--- config.mk ---
export PLATFORM = sky130hd
export DESIGN_NAME = two_wire_sensor_read_master_unit_flat
export DESIGN_NICKNAME = d
export VERILOG_FILES = /design/src/rtl/tsrm_pkg.sv /design/src/rtl/tsrm_if.sv /design/src/rtl/two_wire_sensor_read_master_unit.sv /design/src/rtl/tsrm_cfg.sv /design/src/rtl/tsrm_core.sv /design/src/flat_wrapper.sv
export SDC_FILE = /design/constraint.sdc
export NUM_CORES = 1
export LEC_CHECK = 0
export BUFFER_PORTS_ARGS = -buffer_cell sky130_fd_sc_hd__buf_2
export CAP_MARGIN = 10
export CORE_AREA = 2 2 159 161
export DETAILED_ROUTE_END_ITERATION = 10
export DIE_AREA = 0 0 161 163
export GPL_ROUTABILITY_DRIVEN = 0
export MAX_ROUTING_LAYER = met4
export PLACE_DENSITY = 0.5
export SLEW_MARGIN = 20
export SYNTH_ARGS = -nofsm -noshare
export SYNTH_HDL_FRONTEND = slang
export SYNTH_HIERARCHICAL = 1
export SYNTH_SLANG_ARGS = --single-unit
--- constraint.sdc ---
create_clock -name clk -period 4 [get_ports clk]
set_input_delay 0.8 -clock clk [delete_from_list [all_inputs] [get_ports clk]]
set_output_delay 0.8 -clock clk [all_outputs]
set_load 0.01 [all_outputs]
--- src/rtl/tsrm_pkg.sv ---
`default_nettype none
package tsrm_pkg;

  // field widths
  localparam int unsigned CMD_W   = 8;
  localparam int unsigned LIMIT_W = 8;
  localparam int unsigned TICK_W  = 16;
  localparam int unsigned RAW_W   = 16;
  localparam int unsigned BIT_W   = 4;
  localparam int unsigned PHASE_W = 5;
  localparam int unsigned IDX_W   = 3;
  localparam int unsigned CFG_W   = 16;

  // configuration register indexes
  localparam logic [IDX_W-1:0] REG_TEMP_CMD  = 3'd0;
  localparam logic [IDX_W-1:0] REG_HUM_CMD   = 3'd1;
  localparam logic [IDX_W-1:0] REG_POLL_LIM  = 3'd2;
  localparam logic [IDX_W-1:0] REG_POLL_INT  = 3'd3;
  localparam logic [IDX_W-1:0] REG_CLK_HOLD  = 3'd4;

  // configuration reset values
  localparam logic [CMD_W-1:0]   RST_TEMP_CMD = 8'd3;
  localparam logic [CMD_W-1:0]   RST_HUM_CMD  = 8'd5;
  localparam logic [LIMIT_W-1:0] RST_POLL_LIM = 8'd100;
  localparam logic [TICK_W-1:0]  RST_POLL_INT = 16'd10;
  localparam logic [TICK_W-1:0]  RST_CLK_HOLD = 16'd10;

  // sequencer phase codes
  localparam logic [PHASE_W-1:0] PH_IDLE  = 5'd0;
  localparam logic [PHASE_W-1:0] PH_ST0   = 5'd1;
  localparam logic [PHASE_W-1:0] PH_TX_LO = 5'd8;
  localparam logic [PHASE_W-1:0] PH_TX_HI = 5'd9;
  localparam logic [PHASE_W-1:0] PH_AK_HI = 5'd10;
  localparam logic [PHASE_W-1:0] PH_AK_LO = 5'd11;
  localparam logic [PHASE_W-1:0] PH_POLL  = 5'd12;
  localparam logic [PHASE_W-1:0] PH_RD_HI = 5'd13;
  localparam logic [PHASE_W-1:0] PH_RD_LO = 5'd14;
  localparam logic [PHASE_W-1:0] PH_MA0   = 5'd15;
  localparam logic [PHASE_W-1:0] PH_EN0   = 5'd19;
  localparam logic [PHASE_W-1:0] PH_LAST  = 5'd21;

  // line patterns, bit k is step k
  localparam logic [6:0] START_DATA = 7'b1100011;
  localparam logic [6:0] START_CLK  = 7'b0110110;
  localparam logic [3:0] MACK_DATA  = 4'b0001;
  localparam logic [3:0] MACK_CLK   = 4'b0100;
  localparam logic [3:0] END_CLK    = 4'b0010;

  typedef struct packed {
    logic [CMD_W-1:0]   temperature_command;
    logic [CMD_W-1:0]   humidity_command;
    logic [LIMIT_W-1:0] poll_limit;
    logic [TICK_W-1:0]  poll_interval;
    logic [TICK_W-1:0]  clock_high_hold;
  } cfg_t;

  typedef struct packed {
    logic req_type;
    logic sel_humidity;
    logic data_line_in;
  } item_t;

  typedef struct packed {
    logic             clock_out;
    logic             data_drive_enable;
    logic             data_out;
    logic             busy_res;
    logic             done_res;
    logic [RAW_W-1:0] raw_value;
    logic             result_is_humidity;
    logic             ack_error;
    logic             timeout_error;
  } res_t;

endpackage
`default_nettype wire

--- src/rtl/tsrm_if.sv ---
`default_nettype none
interface tsrm_in_if;
  logic valid;
  logic ready;
  logic req_type;
  logic sel_humidity;
  logic data_line_in;
  modport source (output valid, req_type, sel_humidity, data_line_in, input ready);
  modport sink (input valid, req_type, sel_humidity, data_line_in, output ready);
endinterface

interface tsrm_out_if import tsrm_pkg::*; ();
  logic             valid;
  logic             ready;
  logic             clock_out;
  logic             data_drive_enable;
  logic             data_out;
  logic             busy_res;
  logic             done_res;
  logic [RAW_W-1:0] raw_value;
  logic             result_is_humidity;
  logic             ack_error;
  logic             timeout_error;
  modport source (output valid, clock_out, data_drive_enable, data_out, busy_res,
                  done_res, raw_value, result_is_humidity, ack_error, timeout_error,
                  input ready);
  modport sink (input valid, clock_out, data_drive_enable, data_out, busy_res,
                done_res, raw_value, result_is_humidity, ack_error, timeout_error,
                output ready);
endinterface

interface tsrm_cfg_if import tsrm_pkg::*; ();
  logic             valid;
  logic             ready;
  logic [IDX_W-1:0] index;
  logic [CFG_W-1:0] data;
  modport source (output valid, index, data, input ready);
  modport sink (input valid, index, data, output ready);
endinterface
`default_nettype wire

--- src/rtl/two_wire_sensor_read_master_unit.sv ---
// channel  dir  handshake      payload
// in_ch    in   valid / ready  req_type, sel_humidity, data_line_in
// out_ch   out  valid / ready  line drive, busy/done, raw_value, hum flag, errors
// cfg_ch   in   valid / ready  index (3 bit), data (16 bit)
//
// one item per cycle sustained while the result sink keeps up; a result follows its item
// through the input register, one sequencer pass and the result register
// the sequencer state loop closes through its state registers alone, which sets the rate
// synchronous active-low reset: sequencer idle, registers to their defaults
// a stalled result holds in the output register; the input register keeps
// taking items until it is full too
`default_nettype none
module two_wire_sensor_read_master_unit import tsrm_pkg::*; (
  input  wire logic clk,
  input  wire logic rst_n,
  tsrm_in_if.sink   in_ch,
  tsrm_out_if.source out_ch,
  tsrm_cfg_if.sink  cfg_ch
);

  logic  in_v_r;
  item_t in_item_r;
  logic  out_v_r;
  res_t  out_res_r;
  logic  advance;
  cfg_t  cfg;
  res_t  res;

  assign advance     = in_v_r && (!out_v_r || out_ch.ready);
  assign in_ch.ready = !in_v_r || advance;

  tsrm_cfg u_cfg (
    .clk    (clk),
    .rst_n  (rst_n),
    .cfg_ch (cfg_ch),
    .cfg    (cfg)
  );

  tsrm_core u_core (
    .clk   (clk),
    .rst_n (rst_n),
    .fire  (advance),
    .item  (in_item_r),
    .cfg   (cfg),
    .res   (res)
  );

  // input register
  always_ff @(posedge clk) begin
    if (!rst_n) begin
      in_v_r <= 1'b0;
    end else if (in_ch.ready) begin
      in_v_r <= in_ch.valid;
    end
  end

  always_ff @(posedge clk) begin
    if (in_ch.valid && in_ch.ready) begin
      in_item_r.req_type     <= in_ch.req_type;
      in_item_r.sel_humidity <= in_ch.sel_humidity;
      in_item_r.data_line_in <= in_ch.data_line_in;
    end
  end

  // result register
  always_ff @(posedge clk) begin
    if (!rst_n) begin
      out_v_r <= 1'b0;
    end else if (advance) begin
      out_v_r <= 1'b1;
    end else if (out_ch.ready) begin
      out_v_r <= 1'b0;
    end
  end

  always_ff @(posedge clk) begin
    if (advance) begin
      out_res_r <= res;
    end
  end

  assign out_ch.valid              = out_v_r;
  assign out_ch.clock_out          = out_res_r.clock_out;
  assign out_ch.data_drive_enable  = out_res_r.data_drive_enable;
  assign out_ch.data_out           = out_res_r.data_out;
  assign out_ch.busy_res           = out_res_r.busy_res;
  assign out_ch.done_res           = out_res_r.done_res;
  assign out_ch.raw_value          = out_res_r.raw_value;
  assign out_ch.result_is_humidity = out_res_r.result_is_humidity;
  assign out_ch.ack_error          = out_res_r.ack_error;
  assign out_ch.timeout_error      = out_res_r.timeout_error;

endmodule
`default_nettype wire

--- src/rtl/tsrm_cfg.sv ---
`default_nettype none
module tsrm_cfg import tsrm_pkg::*; (
  input  wire logic   clk,
  input  wire logic   rst_n,
  tsrm_cfg_if.sink    cfg_ch,
  output cfg_t        cfg
);

  cfg_t regs_r;

  assign cfg_ch.ready = 1'b1;
  assign cfg = regs_r;

  // register writes, unknown indexes dropped
  always_ff @(posedge clk) begin
    if (!rst_n) begin
      regs_r.temperature_command <= RST_TEMP_CMD;
      regs_r.humidity_command    <= RST_HUM_CMD;
      regs_r.poll_limit          <= RST_POLL_LIM;
      regs_r.poll_interval       <= RST_POLL_INT;
      regs_r.clock_high_hold     <= RST_CLK_HOLD;
    end else if (cfg_ch.valid) begin
      unique case (cfg_ch.index)
        REG_TEMP_CMD: regs_r.temperature_command <= cfg_ch.data[CMD_W-1:0];
        REG_HUM_CMD:  regs_r.humidity_command    <= cfg_ch.data[CMD_W-1:0];
        REG_POLL_LIM: regs_r.poll_limit          <= cfg_ch.data[LIMIT_W-1:0];
        REG_POLL_INT: regs_r.poll_interval       <= cfg_ch.data[TICK_W-1:0];
        REG_CLK_HOLD: regs_r.clock_high_hold     <= cfg_ch.data[TICK_W-1:0];
        default: ;
      endcase
    end
  end

endmodule
`default_nettype wire

--- src/rtl/tsrm_core.sv ---
`default_nettype none
module tsrm_core import tsrm_pkg::*; (
  input  wire logic  clk,
  input  wire logic  rst_n,
  input  wire logic  fire,
  input  wire item_t item,
  input  wire cfg_t  cfg,
  output res_t       res
);

  logic [PHASE_W-1:0] phase_r, phase_nxt;
  logic [BIT_W-1:0]   bit_r, bit_nxt;
  logic [RAW_W-1:0]   shift_r, shift_nxt;
  logic [TICK_W-1:0]  tick_r, tick_nxt;
  logic [LIMIT_W-1:0] poll_r, poll_nxt;
  logic               sel_r, sel_nxt;
  logic [1:0]         err_r, err_nxt;

  logic [PHASE_W-1:0] cur;
  logic [PHASE_W-1:0] k_st, k_ma, k_en;
  logic [TICK_W-1:0]  interval_eff, hold_eff;
  logic [LIMIT_W-1:0] limit_eff;
  logic [TICK_W:0]    tick_inc;
  logic [LIMIT_W-1:0] poll_inc;
  logic               clk_o, en_o, dout_o, done_o, hum_o;
  logic [RAW_W-1:0]   raw_o;

  // zero intervals and limits behave as one
  assign interval_eff = (cfg.poll_interval == '0) ? TICK_W'(1) : cfg.poll_interval;
  assign hold_eff     = (cfg.clock_high_hold == '0) ? TICK_W'(1) : cfg.clock_high_hold;
  assign limit_eff    = (cfg.poll_limit == '0) ? LIMIT_W'(1) : cfg.poll_limit;
  assign tick_inc     = {1'b0, tick_r} + (TICK_W+1)'(1);
  assign poll_inc     = poll_r + LIMIT_W'(1);

  // one tick of the sequencer
  always_comb begin
    phase_nxt = phase_r;
    bit_nxt   = bit_r;
    shift_nxt = shift_r;
    tick_nxt  = tick_r;
    poll_nxt  = poll_r;
    sel_nxt   = sel_r;
    err_nxt   = err_r;
    clk_o     = 1'b0;
    en_o      = 1'b0;
    dout_o    = 1'b0;
    done_o    = 1'b0;
    hum_o     = 1'b0;
    raw_o     = '0;

    cur = (phase_r > PH_LAST) ? PH_IDLE : phase_r;
    if ((cur == PH_IDLE) && item.req_type) begin
      sel_nxt   = item.sel_humidity;
      err_nxt   = '0;
      shift_nxt = {8'd0, item.sel_humidity ? cfg.humidity_command
                                             : cfg.temperature_command};
      bit_nxt   = '0;
      tick_nxt  = '0;
      poll_nxt  = '0;
      cur       = PH_ST0;
    end
    phase_nxt = cur;
    k_st = cur - PH_ST0;
    k_ma = cur - PH_MA0;
    k_en = cur - PH_EN0;

    priority if ((cur >= PH_ST0) && (cur < PH_TX_LO)) begin
      en_o      = 1'b1;
      dout_o    = START_DATA[k_st[2:0]];
      clk_o     = START_CLK[k_st[2:0]];
      phase_nxt = cur + PHASE_W'(1);
    end else if ((cur == PH_TX_LO) || (cur == PH_TX_HI)) begin
      en_o   = 1'b1;
      dout_o = shift_nxt[7];
      if (cur == PH_TX_LO) begin
        phase_nxt = PH_TX_HI;
      end else begin
        clk_o     = 1'b1;
        shift_nxt = {8'd0, shift_nxt[6:0], 1'b0};
        if (bit_nxt >= BIT_W'(7)) begin
          bit_nxt   = '0;
          phase_nxt = PH_AK_HI;
        end else begin
          bit_nxt   = bit_nxt + BIT_W'(1);
          phase_nxt = PH_TX_LO;
        end
      end
    end else if (cur == PH_AK_HI) begin
      clk_o = 1'b1;
      if (item.data_line_in) err_nxt[0] = 1'b1;
      phase_nxt = PH_AK_LO;
    end else if (cur == PH_AK_LO) begin
      if (!item.data_line_in) err_nxt[0] = 1'b1;
      tick_nxt  = '0;
      poll_nxt  = '0;
      phase_nxt = PH_POLL;
    end else if (cur == PH_POLL) begin
      tick_nxt = tick_inc[TICK_W-1:0];
      if (tick_inc >= {1'b0, interval_eff}) begin
        tick_nxt = '0;
        if (!item.data_line_in) begin
          shift_nxt = '0;
          bit_nxt   = '0;
          phase_nxt = PH_RD_HI;
        end else begin
          poll_nxt = poll_inc;
          if ((poll_inc == '0) || (poll_inc >= limit_eff)) begin
            err_nxt[1] = 1'b1;
            done_o     = 1'b1;
            hum_o      = sel_nxt;
            phase_nxt  = PH_IDLE;
          end
        end
      end
    end else if (cur == PH_RD_HI) begin
      clk_o    = 1'b1;
      tick_nxt = tick_inc[TICK_W-1:0];
      if (tick_inc >= {1'b0, hold_eff}) begin
        tick_nxt  = '0;
        shift_nxt = {shift_nxt[RAW_W-2:0], item.data_line_in};
        phase_nxt = PH_RD_LO;
      end
    end else if (cur == PH_RD_LO) begin
      priority if (bit_nxt == BIT_W'(7)) begin
        bit_nxt   = BIT_W'(8);
        phase_nxt = PH_MA0;
      end else if (bit_nxt >= BIT_W'(15)) begin
        bit_nxt   = '0;
        phase_nxt = PH_EN0;
      end else begin
        bit_nxt   = bit_nxt + BIT_W'(1);
        phase_nxt = PH_RD_HI;
      end
    end else if ((cur >= PH_MA0) && (cur < PH_EN0)) begin
      en_o      = 1'b1;
      dout_o    = MACK_DATA[k_ma[1:0]];
      clk_o     = MACK_CLK[k_ma[1:0]];
      phase_nxt = (k_ma[1:0] == 2'd3) ? PH_RD_HI : cur + PHASE_W'(1);
    end else if (cur >= PH_EN0) begin
      en_o   = 1'b1;
      dout_o = 1'b1;
      clk_o  = END_CLK[k_en[1:0]];
      if (k_en[1:0] == 2'd2) begin
        done_o    = 1'b1;
        raw_o     = shift_nxt;
        hum_o     = sel_nxt;
        phase_nxt = PH_IDLE;
      end else begin
        phase_nxt = cur + PHASE_W'(1);
      end
    end else begin
      phase_nxt = PH_IDLE;
    end
  end

  // result of this tick
  always_comb begin
    res.clock_out          = clk_o;
    res.data_drive_enable  = en_o;
    res.data_out           = en_o & dout_o;
    res.busy_res           = (cur != PH_IDLE);
    res.done_res           = done_o;
    res.raw_value          = raw_o;
    res.result_is_humidity = hum_o;
    res.ack_error          = err_nxt[0];
    res.timeout_error      = err_nxt[1];
  end

  // sequencer state, advances once per item
  always_ff @(posedge clk) begin
    if (!rst_n) begin
      phase_r <= PH_IDLE;
      bit_r   <= '0;
      shift_r <= '0;
      tick_r  <= '0;
      poll_r  <= '0;
      sel_r   <= 1'b0;
      err_r   <= '0;
    end else if (fire) begin
      phase_r <= phase_nxt;
      bit_r   <= bit_nxt;
      shift_r <= shift_nxt;
      tick_r  <= tick_nxt;
      poll_r  <= poll_nxt;
      sel_r   <= sel_nxt;
      err_r   <= err_nxt;
    end
  end

  // checks
  a_done_to_idle: assert property (@(posedge clk) disable iff (!rst_n)
    (fire && res.done_res) |=> (phase_r == PH_IDLE))
    else $error("done without return to idle");

  a_done_busy: assert property (@(posedge clk) disable iff (!rst_n)
    res.done_res |-> res.busy_res)
    else $error("done outside a measurement");

  a_hold: assert property (@(posedge clk) disable iff (!rst_n)
    !fire |=> ($stable(phase_r) && $stable(shift_r) && $stable(err_r)))
    else $error("state moved without an item");

  a_tx_bits: assert property (@(posedge clk) disable iff (!rst_n)
    ((phase_r == PH_TX_LO) || (phase_r == PH_TX_HI)) |-> (bit_r <= BIT_W'(7)))
    else $error("command bit count out of range");

endmodule
`default_nettype wire

--- src/flat_wrapper.sv ---
// flat-port wrapper written by rule: the top's interface ports become plain ports
module two_wire_sensor_read_master_unit_flat import tsrm_pkg::*;
  (clk, rst_n, in_ch_valid, in_ch_req_type, in_ch_sel_humidity, in_ch_data_line_in, in_ch_ready, out_ch_valid, out_ch_clock_out, out_ch_data_drive_enable, out_ch_data_out, out_ch_busy_res, out_ch_done_res, out_ch_raw_value, out_ch_result_is_humidity, out_ch_ack_error, out_ch_timeout_error, out_ch_ready, cfg_ch_valid, cfg_ch_index, cfg_ch_data, cfg_ch_ready);
  tsrm_in_if in_ch_i ();
  tsrm_out_if out_ch_i ();
  tsrm_cfg_if cfg_ch_i ();
  input  wire logic clk;
  input  wire logic rst_n;
  input wire logic [$bits(in_ch_i.valid)-1:0] in_ch_valid;
  input wire logic [$bits(in_ch_i.req_type)-1:0] in_ch_req_type;
  input wire logic [$bits(in_ch_i.sel_humidity)-1:0] in_ch_sel_humidity;
  input wire logic [$bits(in_ch_i.data_line_in)-1:0] in_ch_data_line_in;
  output wire logic [$bits(in_ch_i.ready)-1:0] in_ch_ready;
  output wire logic [$bits(out_ch_i.valid)-1:0] out_ch_valid;
  output wire logic [$bits(out_ch_i.clock_out)-1:0] out_ch_clock_out;
  output wire logic [$bits(out_ch_i.data_drive_enable)-1:0] out_ch_data_drive_enable;
  output wire logic [$bits(out_ch_i.data_out)-1:0] out_ch_data_out;
  output wire logic [$bits(out_ch_i.busy_res)-1:0] out_ch_busy_res;
  output wire logic [$bits(out_ch_i.done_res)-1:0] out_ch_done_res;
  output wire logic [$bits(out_ch_i.raw_value)-1:0] out_ch_raw_value;
  output wire logic [$bits(out_ch_i.result_is_humidity)-1:0] out_ch_result_is_humidity;
  output wire logic [$bits(out_ch_i.ack_error)-1:0] out_ch_ack_error;
  output wire logic [$bits(out_ch_i.timeout_error)-1:0] out_ch_timeout_error;
  input wire logic [$bits(out_ch_i.ready)-1:0] out_ch_ready;
  input wire logic [$bits(cfg_ch_i.valid)-1:0] cfg_ch_valid;
  input wire logic [$bits(cfg_ch_i.index)-1:0] cfg_ch_index;
  input wire logic [$bits(cfg_ch_i.data)-1:0] cfg_ch_data;
  output wire logic [$bits(cfg_ch_i.ready)-1:0] cfg_ch_ready;
  assign in_ch_i.valid = in_ch_valid;
  assign in_ch_i.req_type = in_ch_req_type;
  assign in_ch_i.sel_humidity = in_ch_sel_humidity;
  assign in_ch_i.data_line_in = in_ch_data_line_in;
  assign in_ch_ready = in_ch_i.ready;
  assign out_ch_valid = out_ch_i.valid;
  assign out_ch_clock_out = out_ch_i.clock_out;
  assign out_ch_data_drive_enable = out_ch_i.data_drive_enable;
  assign out_ch_data_out = out_ch_i.data_out;
  assign out_ch_busy_res = out_ch_i.busy_res;
  assign out_ch_done_res = out_ch_i.done_res;
  assign out_ch_raw_value = out_ch_i.raw_value;
  assign out_ch_result_is_humidity = out_ch_i.result_is_humidity;
  assign out_ch_ack_error = out_ch_i.ack_error;
  assign out_ch_timeout_error = out_ch_i.timeout_error;
  assign out_ch_i.ready = out_ch_ready;
  assign cfg_ch_i.valid = cfg_ch_valid;
  assign cfg_ch_i.index = cfg_ch_index;
  assign cfg_ch_i.data = cfg_ch_data;
  assign cfg_ch_ready = cfg_ch_i.ready;
  two_wire_sensor_read_master_unit u_core (.clk(clk), .rst_n(rst_n), .in_ch(in_ch_i), .out_ch(out_ch_i), .cfg_ch(cfg_ch_i));
endmodule
==> run summary, run 1 <==
Status -> complete, no violations
Final hold vios -> 0
Synth top area share -> 26.2%
Clk buf depth -> 2
Antenna violations before repair -> 0
Core Area -> 24700 um^2
Detail Placement HPWL -> 17.2 mm
Worst vdd ir -> 0.283 mV
# diodes -> 0
Max FO, Critical Path -> 5
H-tree level count -> 4
Nets -> 1141
Yosys cell types -> 81
Vias in the first global route -> 7030
Fill cells -> 2527
Slew Limit Fails -> 0
DR WL/cell -> 16.9 um
Die width -> 161 um
Overall Power -> 3650 uW
Setup TNS Final -> 0 ps
Die footprint -> 26200 um^2
Fin crit period -> 3810 ps
Setup crit start kind -> register
Crit-path cells -> ha_1 -> nand2_1 -> or2_2 -> and2_1 -> or2_2 -> ha_1 -> nand2_1 -> or3_1 -> or4_1 -> and4b_2 -> buf_4 -> a211oi_4 -> buf_4 -> a32oi_1 -> o21ai_0
Iter 0 DRT Violations -> 649
GR Util All Layers -> 19.1%
Placed Area -> 9270 um^2
Async set-reset flop share out of synthesis -> 0%
Area Growth Syn to Fin -> 18.6%
Final antenna-violating net count -> 0
Input/output buffers -> 52
Seq cells post-synth -> 137
Total CTS buffers -> 17
Largest area contributor in the netlist -> dfxtp_1
Initial Util -> 34.1%
First-pass GRT wire length -> 38.4 mm
Slew HR -> 31.1%
Final Setup Violations -> 0
YS warnings -> 6
Worst slew pin tran -> 1030 ps
Most used DFF post-synth -> dfxtp_1
Clock latency on the worst-skew pair -> 430 ps
Grt total ovfl -> 0
Mapped Nets -> 1071
Post-Layout Inst Area -> 9980 um^2
Final hold slack -> 457 ps
Worst Path Required -> 4350 ps
Routed WL -> 23.8 mm
Clk slew on worst S/H paths -> 70 ps
Clock tree root buffer cell -> clkbuf_16
Clock tree from TritonCTS -> yes
Share of post-route cells with drive strength above 1 -> 16.2%
Crit path max-delay family -> simple AND/OR/NAND/NOR gates
Fin crit share -> 95.4%
Via count -> 7390
Syn Inst Count -> 990
Leakage Power -> 0.00409 uW
# hold bufs at CTS -> 0
DR vias/cell -> 5.27
Top post-synthesis cells by area -> dfxtp_1 26%, edfxtp_1 9.6%, ha_1 8.0%, mux2i_1 8.0%, nand2_1 7.0%
Residual DRC -> 0
# Max-Cap Violations -> 0
Critical Path AT -> 4170 ps
Max incr delay on CP -> 510 ps
Seq/Total Area, Yosys -> 35.8%
Worst Setup End Kind -> register
PD cells -> 365 nW/um^2
Count leader, synth -> nand2_1
Chip height -> 163 um
Peak Freq -> 0.262 GHz
Synth top cells by count -> 156 x nand2_1, 110 x dfxtp_1, 67 x mux2i_1
Fin util -> 40.4%
Number of enable flip-flop cells after synthesis -> 27
Sink Count -> 137
Synthesized area -> 8410 um^2
Slowest cell on crit path -> or4_1
I/O pin total -> 54
Min-delay worst type -> register to register
Pin count of the biggest net entering global routing -> 96
Row cnt -> 58
1st-pass router iterations -> 7
Buf+Inv Stages, Crit Path -> 2
WS Path Type -> register to register
Clock Skew -> 14.6 ps
Average size of a mapped cell -> 8.50 um^2
-- stage by stage --
stage / std cells / setup WS [ps]
3_3_place_gp: 1368 / -8.76
6_report: 1403 / 185
5_1_grt: 1403 / -16.9
2_1_floorplan: 990 / 2.19
4_1_cts: 1400 / 2.45
3_5_place_dp: 1368 / 2.40
-- final timing paths --
path / start / endpoint / slack, ps / cells past startpoint
min: u_core/u_cfg/cfg[50] / u_core/u_cfg/cfg[50] / 460 / 2
min reg2reg: u_core/u_cfg/cfg[50] / u_core/u_cfg/cfg[50] / 460 / 2
max: u_core/u_core/tick_r[1] / u_core/u_core/shift_r[10] / 190 / 15
max reg2reg: u_core/u_core/tick_r[1] / u_core/u_core/shift_r[10] / 190 / 15
-- worst register-to-register path: stages (launching register included) --
cell and delay (ps):
dfxtp_2 360, ha_1 180, nand2_1 100, or2_2 290, and2_1 170, or2_2 320, ha_1 310, nand2_1 40
or3_1 320, or4_1 510, and4b_2 280, buf_4 170, a211oi_4 350, buf_4 180, a32oi_1 90, o21ai_0 70
-- state kept, by name, summed over array words and instances (netlist names), 2 cells and up --
| name | flops |
|---|---|
| u_core/u_core/phase_r | 5 |
| u_core/in_item_r | 3 |
| u_core/u_core/poll_r | 8 |
| u_core/u_core/bit_r | 4 |
| u_core/out_ch.raw_value | 16 |
| u_core/u_cfg/cfg | 56 |
| u_core/u_core/tick_r | 16 |
| u_core/u_core/shift_r | 16 |
| u_core/u_core/err_r | 2 |
-- cells in the final DEF (no fill, tap or decap), types with 9 or more instances in the layout --
master	instances
xnor2_1	13
o21ai_0	48
dfxtp_1	105
edfxtp_1	27
o211ai_1	27
ha_1	54
clkbuf_16	17
and2_1	25
nor2_1	40
nand3_1	36
and3_1	11
nor2b_1	24
buf_2	52
nand2_1	156
inv_1	58
buf_4	54
a21o_1	9
a32oi_1	9
mux2i_1	67
a21oi_1	42
nor3_1	15
-- per-layer routing --
metal / vias up / wire length [um] / GRT usage [%]
met3: 31 / 951 / 3.39
li1: 3693 / - / -
met2: 180 / 11100 / 30.1
met1: 3486 / 11300 / 25.2
met5: - / 0 / -
met4: 0 / 384 / 5.72
-- layout make-up --
cell class / count / area [um^2] / area share (%)
multi-input cells: 736 / 4970 / 49.8
repair buffers: 109 / 726 / 7.27
inverters: 59 / 221 / 2.22
flip-flops and latches: 137 / 3020 / 30.3
well taps: 330 / 413 / 4.14
clock inverters: 15 / 200 / 2.01
clock buffers: 17 / 425 / 4.26
-- what timing repair did --
| item | CTS | global route |
|---|---|---|
| pin swaps | 0 | 4 |
| endpoints found under the setup margin | 9 | 30 |
| buffers inserted | 0 | 3 |
| resized for setup | 1 | 13 |
-- power by group --
group | switching, uW | internal (uW)
registers | 25.3 | 1440
logic | 301 | 174
clock network | 696 | 1010
total | 1020 | 2620
-- kinds of logic after synthesis --
family	synth area share, %
AOI/OAI and AO/OA	18.3
xor gates and xnor gates	1.98
adders and majority gates	8.03
buffers and inverters	5.87
DFF	35.8
muxes	7.97
other	0.0446
and+or+nand+nor	22.0
Note: power is estimated with default switching activity, not from simulation.
==> run 2, diff against run 1 <==
- HOLD_SLACK_MARGIN: default -> 0.02
- PLACE_DENSITY: 0.5 -> 0.63
==> run summary, run 2 (synthesis results as in run 1) <==
Status -> complete, no violations (unchanged)
Routed WL -> 22.4 mm (was 23.8 mm)
Share of post-route cells with drive strength above 1 -> 15.0% (was 16.2%)
Nets -> 1127 (was 1141)
Area Growth Syn to Fin -> 17.2% (was 18.6%)
Chip height -> 163 um (unchanged)
Pin count of the biggest net entering global routing -> 46 (was 96)
# diodes -> 0 (unchanged)
Clock Skew -> 14.9 ps (was 14.6 ps)
Critical Path Start -> u_core/u_core/tick_r[0] (was u_core/u_core/tick_r[1])
Row cnt -> 58 (unchanged)
Critical Path AT -> 4200 ps (was 4170 ps)
Slew Limit Fails -> 0 (unchanged)
Setup crit start kind -> register (unchanged)
Post-Layout Inst Area -> 9860 um^2 (was 9980 um^2)
P_sw -> 1000 uW (was 1020 uW)
Worst slew pin tran -> 985 ps (was 1030 ps)
Clock latency on the worst-skew pair -> 430 ps (about the same)
Reg2reg end -> u_core/u_core/shift_r[3] (was u_core/u_core/shift_r[10])
DR WL/cell -> 16.1 um (was 16.9 um)
Via count -> 7495 (was 7390)
Placed Area -> 9180 um^2 (was 9270 um^2)
PD cells -> 358 nW/um^2 (was 365 nW/um^2)
Met2 wire length -> 10.4 mm (was 11.1 mm)
# Max-Cap Violations -> 0 (unchanged)
Die footprint -> 26200 um^2 (unchanged)
Detail Placement HPWL -> 16.5 mm (was 17.2 mm)
Antenna violations before repair -> 0 (unchanged)
R2R Setup Slk -> 90 ps (was 190 ps)
Clock tree from TritonCTS -> yes (unchanged)
Final hold vios -> 0 (unchanged)
Sw frac -> 28.5% (was 28.0%)
Clock network fraction of design power -> 45.5% (was 46.7%)
Met3 routed WL -> 1.22 mm (was 951 um)
Reg2reg path depth -> 13 (was 15)
Min-delay worst type -> register to register (unchanged)
Met1 wire length -> 10.2 mm (was 11.3 mm)
Fin util -> 40.0% (was 40.4%)
Die width -> 161 um (unchanged)
First-pass GRT wire length -> 36.4 mm (was 38.4 mm)
Peak Freq -> 0.256 GHz (was 0.262 GHz)
Clock tree root buffer cell -> clkbuf_16 (unchanged)
GR Util All Layers -> 17.8% (was 19.1%)
Sink Count -> 137 (unchanged)
Comb power frac -> 12.8% (was 13.0%)
DR vias/cell -> 5.40 (was 5.27)
Crit Reg-Reg Startpoint -> u_core/u_core/tick_r[0] (was u_core/u_core/tick_r[1])
Worst Setup End Kind -> register (unchanged)
Input/output buffers -> 52 (unchanged)
Leakage Power -> 0.00402 uW (was 0.00409 uW)
Slew HR -> 34.3% (was 31.1%)
WS Path Type -> register to register (unchanged)
Worst Path Required -> 4290 ps (was 4350 ps)
Flop pwr share -> 41.7% (was 40.3%)
Clk slew on worst S/H paths -> 70 ps (about the same)
Final Setup Violations -> 0 (unchanged)
Most common cell after layout, fill and taps aside -> nand2_1 (unchanged)
Iter 0 DRT Violations -> 612 (was 649)
# hold bufs at CTS -> 0 (unchanged)
Max FO, Critical Path -> 8 (was 5)
Core Area -> 24700 um^2 (unchanged)
Fill cells -> 2510 (was 2527)
Final hold slack -> 456 ps (was 457 ps)
I/O pin total -> 54 (unchanged)
Fin crit share -> 97.8% (was 95.4%)
P_int -> 2520 uW (was 2620 uW)
H-tree level count -> 4 (unchanged)
Most frequent cells in the layout -> 156 x nand2_1, 108 x dfxtp_1, 67 x mux2i_1, 58 x inv_1 (was 156 x nand2_1, 105 x dfxtp_1, 67 x mux2i_1, 58 x inv_1)
Total CTS buffers -> 17 (unchanged)
Worst vdd ir -> 0.240 mV (was 0.283 mV)
Grt total ovfl -> 0 (unchanged)
Max FFs per register -> 56 (unchanged)
Clk buf depth -> 2 (unchanged)
Fin crit period -> 3910 ps (was 3810 ps)
Max layer used -> met4 (unchanged)
Crit path to -> u_core/u_core/shift_r[3] (was u_core/u_core/shift_r[10])
Vias in the first global route -> 7115 (was 7030)
Residual DRC -> 0 (unchanged)
1st-pass router iterations -> 6 (was 7)
Final antenna-violating net count -> 0 (unchanged)
Initial Util -> 34.1% (unchanged)
run 2: changes by cell type in the layout (fill, tap and decap cells not counted), sizes merged:
cell	change
clkinv	-1
buf	-14
clkbuf	+1
clkinvlp	+2
bufinv	-2
run 2: power groups by stage:
stage                     clock (uW)  sequential [uW]  combinational [uW]
after global routing            1700             1480                 489
after detailed placement           0             1500                 439
final                           1610             1470                 451
after floorplan                    0             1500                 286
after global placement             0             1500                 437
after CTS                       1640             1470                 441
run 2: worst max-delay path: stages (launching register included):
cell      delay [ps]
dfxtp_4          370
ha_2             180
nand2_1          100
or2_2            300
and2_1           170
or2_2            340
ha_4             280
nand2_1           40
or3_1            320
or4_1            530
and4b_2          280
a21o_1           210
a311oi_4         500
o211ai_1         150
run 2: area by class of cell:
type                    instances  area, um^2  area share, %
multi-input cells             736        4990           50.6
flip-flops and latches        137        3020           30.6
repair buffers                 95         621           6.30
clock buffers                  18         450           4.57
well taps                     330         413           4.19
inverters                      59         221           2.25
clock inverters                14         148           1.50
run 2: repair_timing:
action                     CTS  global route
gates resized for setup      1            14
buffers inserted             0             1
setup endpoints to repair    8            47
pin swaps                    1            10
run 2: worst min path at each step:
stage | start | to | slack [ps] | depth (start not counted)
global route | u_core/u_cfg/cfg[41] | u_core/u_cfg/cfg[41] | 470 | 2
finish | u_core/u_cfg/cfg[47] | u_core/u_cfg/cfg[47] | 460 | 2
floorplan | u_core/u_cfg/cfg[41] | u_core/u_cfg/cfg[41] | 430 | 2
CTS | u_core/u_cfg/cfg[33] | u_core/u_cfg/cfg[33] | 460 | 2
global placement | u_core/u_cfg/cfg[47] | u_core/u_cfg/cfg[47] | 440 | 2
detailed placement | u_core/u_cfg/cfg[41] | u_core/u_cfg/cfg[41] | 450 | 2
run 2: metal layers:
metal / global-route usage (%) / vias up
met3: 3.06 / 37
met5: - / -
met4: 7.06 / 0
li1: - / 3686
met1: 22.8 / 3503
met2: 28.0 / 269
run 2: through the flow:
| step | total power (uW) | TNS, ps | setup WS [ps] | instances |
|---|---|---|---|---|
| floorplan | 1780 | 0 | 2.19 | 990 |
| global placement | 1940 | 0 | 45.1 | 1356 |
| detailed placement | 1940 | -16.6 | -8.95 | 1356 |
| CTS | 3560 | 0 | 17.7 | 1388 |
| global route | 3670 | -99.4 | -40.7 | 1389 |
| finish | 3530 | 0 | 89.0 | 1389 |
==> run 3, diff against run 2 <==
- ABC_AREA: default -> 1
- CORE_AREA: 2 2 159 161 -> 2 2 166 168
- DIE_AREA: 0 0 161 163 -> 0 0 168 170
==> run summary, run 3 <==
Status -> complete, no violations (unchanged)
Most common cell after layout, fill and taps aside -> nand2_1 (unchanged)
Seq/Total Area, Yosys -> 32.7% (was 35.8%)
H-tree level count -> 4 (unchanged)
GR Util All Layers -> 18.4% (was 17.8%)
I/O pin total -> 54 (unchanged)
Top post-synthesis cells by area -> dfxtp_1 24%, nand2_1 12%, edfxtp_1 8.8%, inv_1 7.8%, ha_1 7.3% (was dfxtp_1 26%, edfxtp_1 9.6%, ha_1 8.0%, mux2i_1 8.0%, nand2_1 7.0%)
Fin crit share -> 91.9% (was 97.8%)
Clock tree from TritonCTS -> yes (unchanged)
Buf+Inv Stages, Crit Path -> 2 (was 0)
Area of the multi-input gates -> 5190 um^2 (was 4990 um^2)
Crit Reg-Reg Startpoint -> u_core/u_core/tick_r[0] (unchanged)
Average size of a mapped cell -> 6.81 um^2 (was 8.50 um^2)
Via count -> 8854 (was 7495)
Sink Count -> 137 (unchanged)
Die footprint -> 28600 um^2 (was 26200 um^2)
Reg2reg end -> u_core/u_core/shift_r[15] (was u_core/u_core/shift_r[3])
Hold Startpoint -> u_core/u_core/shift_r[5] (was u_core/u_cfg/cfg[47])
Initial Util -> 34.5% (was 34.1%)
Sw frac -> 32.7% (was 28.5%)
Antenna violations before repair -> 0 (unchanged)
Vias in the first global route -> 8063 (was 7115)
Worst vdd ir -> 0.202 mV (was 0.240 mV)
# diodes -> 0 (unchanged)
Core Area -> 26700 um^2 (was 24700 um^2)
First-pass GRT wire length -> 41.4 mm (was 36.4 mm)
Non-Filler Instances -> 1750 (was 1389)
Inst Count DP -> 1717 (was 1356)
Syn Inst Count -> 1352 (was 990)
Nets -> 1477 (was 1127)
Pin count of the biggest net entering global routing -> 84 (was 46)
Fin crit period -> 3680 ps (was 3910 ps)
Area Growth Syn to Fin -> 13.5% (was 17.2%)
Largest area contributor in the netlist -> dfxtp_1 (unchanged)
Crit path max-delay family -> simple AND/OR/NAND/NOR gates (unchanged)
Flop pwr share -> 38.2% (was 41.7%)
Input/output buffers -> 52 (unchanged)
1st-pass router iterations -> 8 (was 6)
Total CTS buffers -> 17 (unchanged)
Sequential cell area -> 3020 um^2 (about the same)
Mapped Nets -> 1433 (was 1071)
Worst slew pin tran -> 883 ps (was 985 ps)
DR vias/cell -> 5.06 (was 5.40)
R2R Setup Slk -> 320 ps (was 90 ps)
Critical Path AT -> 3990 ps (was 4200 ps)
Clock latency on the worst-skew pair -> 430 ps (about the same)
Clock network fraction of design power -> 41.2% (was 45.5%)
Async set-reset flop share out of synthesis -> 0% (unchanged)
PD cells -> 380 nW/um^2 (was 358 nW/um^2)
Hold Path Stages -> 2 (unchanged)
Fill cells -> 2759 (was 2510)
Worst Setup End Kind -> register (unchanged)
Most frequent cells in the layout -> 299 x nand2_1, 191 x inv_1, 153 x nor2_1, 114 x nand3_1, 108 x dfxtp_1 (was 156 x nand2_1, 108 x dfxtp_1, 67 x mux2i_1, 58 x inv_1)
Detail Placement HPWL -> 18.3 mm (was 16.5 mm)
Peak Freq -> 0.272 GHz (was 0.256 GHz)
Row cnt -> 60 (was 58)
Grt total ovfl -> 0 (unchanged)
Routed WL -> 25.2 mm (was 22.4 mm)
Final Setup Violations -> 0 (unchanged)
Slowest cell on crit path -> dfxtp_2 (was or4_1)
Clk slew on worst S/H paths -> 70 ps (about the same)
Die width -> 168 um (was 161 um)
Clock Skew -> 13.1 ps (was 14.9 ps)
Final antenna-violating net count -> 0 (unchanged)
Number of enable flip-flop cells after synthesis -> 27 (unchanged)
Max FO, Critical Path -> 12 (was 8)
Setup TNS Final -> 0 ps (unchanged)
Iter 0 DRT Violations -> 784 (was 612)
Worst Hold Endpoint -> u_core/u_core/shift_r[5] (was u_core/u_cfg/cfg[47])
P_int -> 2680 uW (was 2520 uW)
Min-delay worst type -> register to register (unchanged)
Critical Path Start -> u_core/u_core/tick_r[0] (unchanged)
Crit-path cells -> inv_1 -> nor2_2 -> nand3_1 -> nor2_1 -> nand2_1 -> nor2_2 -> nand3_1 -> nand3b_1 -> nor2_2 -> xor2_2 -> ha_1 -> nand4_1 -> nor4_1 -> nand2_1 -> nand3_4 -> nand2_2 -> buf_4 -> o211ai_1 -> nand3_1 -> nand2_1 -> a21oi_1 (was ha_2 -> nand2_1 -> or2_2 -> and2_1 -> or2_2 -> ha_4 -> nand2_1 -> or3_1 -> or4_1 -> and4b_2 -> a21o_1 -> a311oi_4 -> o211ai_1)
Synthesized area -> 9210 um^2 (was 8410 um^2)
Most used DFF post-synth -> dfxtp_1 (unchanged)
# Max-Cap Violations -> 0 (unchanged)
Worst Path Required -> 4310 ps (was 4290 ps)
Seq cells post-synth -> 137 (unchanged)
P_sw -> 1300 uW (was 1000 uW)
Fin util -> 39.2% (was 40.0%)
Chip height -> 170 um (was 163 um)
Leakage Power -> 0.00501 uW (was 0.00402 uW)
YS warnings -> 6 (unchanged)
Synth top cells by count -> 301 x nand2_1, 191 x inv_1, 156 x nor2_1 (was 156 x nand2_1, 110 x dfxtp_1, 67 x mux2i_1)
Count leader, synth -> nand2_1 (unchanged)
Yosys cell types -> 51 (was 81)
Residual DRC -> 0 (unchanged)
Slew HR -> 41.2% (was 34.3%)
Slew Limit Fails -> 0 (unchanged)
Synth top area share -> 23.9% (was 26.2%)
Setup crit start kind -> register (unchanged)
Unrepaired setup endpoints after global routing -> true
Comb power frac -> 20.5% (was 12.8%)
Max incr delay on CP -> 370 ps (was 530 ps)
Reg2reg path depth -> 21 (was 13)
Max FFs per register -> 56 (unchanged)
Share of post-route cells with drive strength above 1 -> 13.3% (was 15.0%)
Clock tree root buffer cell -> clkbuf_16 (unchanged)
Clk buf depth -> 2 (unchanged)
DR WL/cell -> 14.4 um (was 16.1 um)
Final hold vios -> 0 (unchanged)
WS Path Type -> register to register (unchanged)
[run 3: layout make-up]
cell class	count	share of cell area, %
multi-input cells	957	49.7
clock inverters	15	1.70
well taps	341	4.08
clock buffers	17	4.07
flip-flops and latches	137	28.8
repair buffers	76	4.21
inverters	207	7.43
[run 3: stage by stage]
stage          hold slack [ps]  setup slack (ps)  area, um^2  power [uW]
6_report                   468               325       10500        3980
5_1_grt                    481             -11.5       10500        4160
4_1_cts                    467               105       10400        3990
3_5_place_dp               456               133        9780        2350
3_3_place_gp               453               330        9780        2340
2_1_floorplan              441               754        9210        2130
[run 3: worst max-delay path by stage]
stage	end	slack (ps)	cells past startpoint
global route	u_core/u_core/shift_r[1]	-10	25
finish	u_core/u_core/shift_r[15]	320	21
global placement	u_core/u_core/shift_r[1]	330	25
detailed placement	u_core/u_core/shift_r[1]	130	25
CTS	u_core/u_core/bit_r[0]	110	24
floorplan	u_core/u_core/shift_r[10]	750	7
[run 3: cells by family after synthesis]
| kind of cell | Yosys count | synth area share (%) |
|---|---|---|
| DFF | 137 | 32.7 |
| and+or+nand+nor | 678 | 33.5 |
| muxes | 6 | 0.652 |
| xor gates and xnor gates | 19 | 1.81 |
| other | 1 | 0.0407 |
| AOI/OAI and AO/OA | 199 | 12.2 |
| adders and majority gates | 54 | 7.34 |
| buffers and inverters | 258 | 11.7 |
[run 3: power by group through the flow]
stage / Clock (uW) / Sequential, uW / Combinational (uW)
floorplan: 0 / 1540 / 589
global placement: 0 / 1550 / 796
detailed placement: 0 / 1550 / 799
CTS: 1670 / 1520 / 802
global route: 1730 / 1530 / 908
finish: 1640 / 1520 / 817
[run 3: worst register-to-register path: stages, from the launching register on]
cell and delay, ps:
dfxtp_2 370, inv_1 80, nor2_2 150, nand3_1 130, nor2_1 110, nand2_1 90, nor2_2 130, nand3_1 120
nand3b_1 240, nor2_2 160, xor2_2 110, ha_1 340, nand4_1 100, nor4_1 300, nand2_1 150, nand3_4 210
nand2_2 150, buf_4 220, o211ai_1 180, nand3_1 90, nand2_1 70, a21oi_1 50
[run 3: routing by layer]
metal | wire length [um] | up-vias | global-route usage, %
met5 | 0 | - | -
met4 | 508 | 0 | 6.05
met3 | 1530 | 36 | 2.60
met2 | 11100 | 288 | 27.8
met1 | 12100 | 4049 | 25.4
li1 | - | 4481 | -
[run 3: timing repair]
item | CTS | global route
setup endpoints to repair | 0 | 52
hold buffers | 0 | 0
gates resized for setup | 0 | 14
buffers inserted | 0 | 1
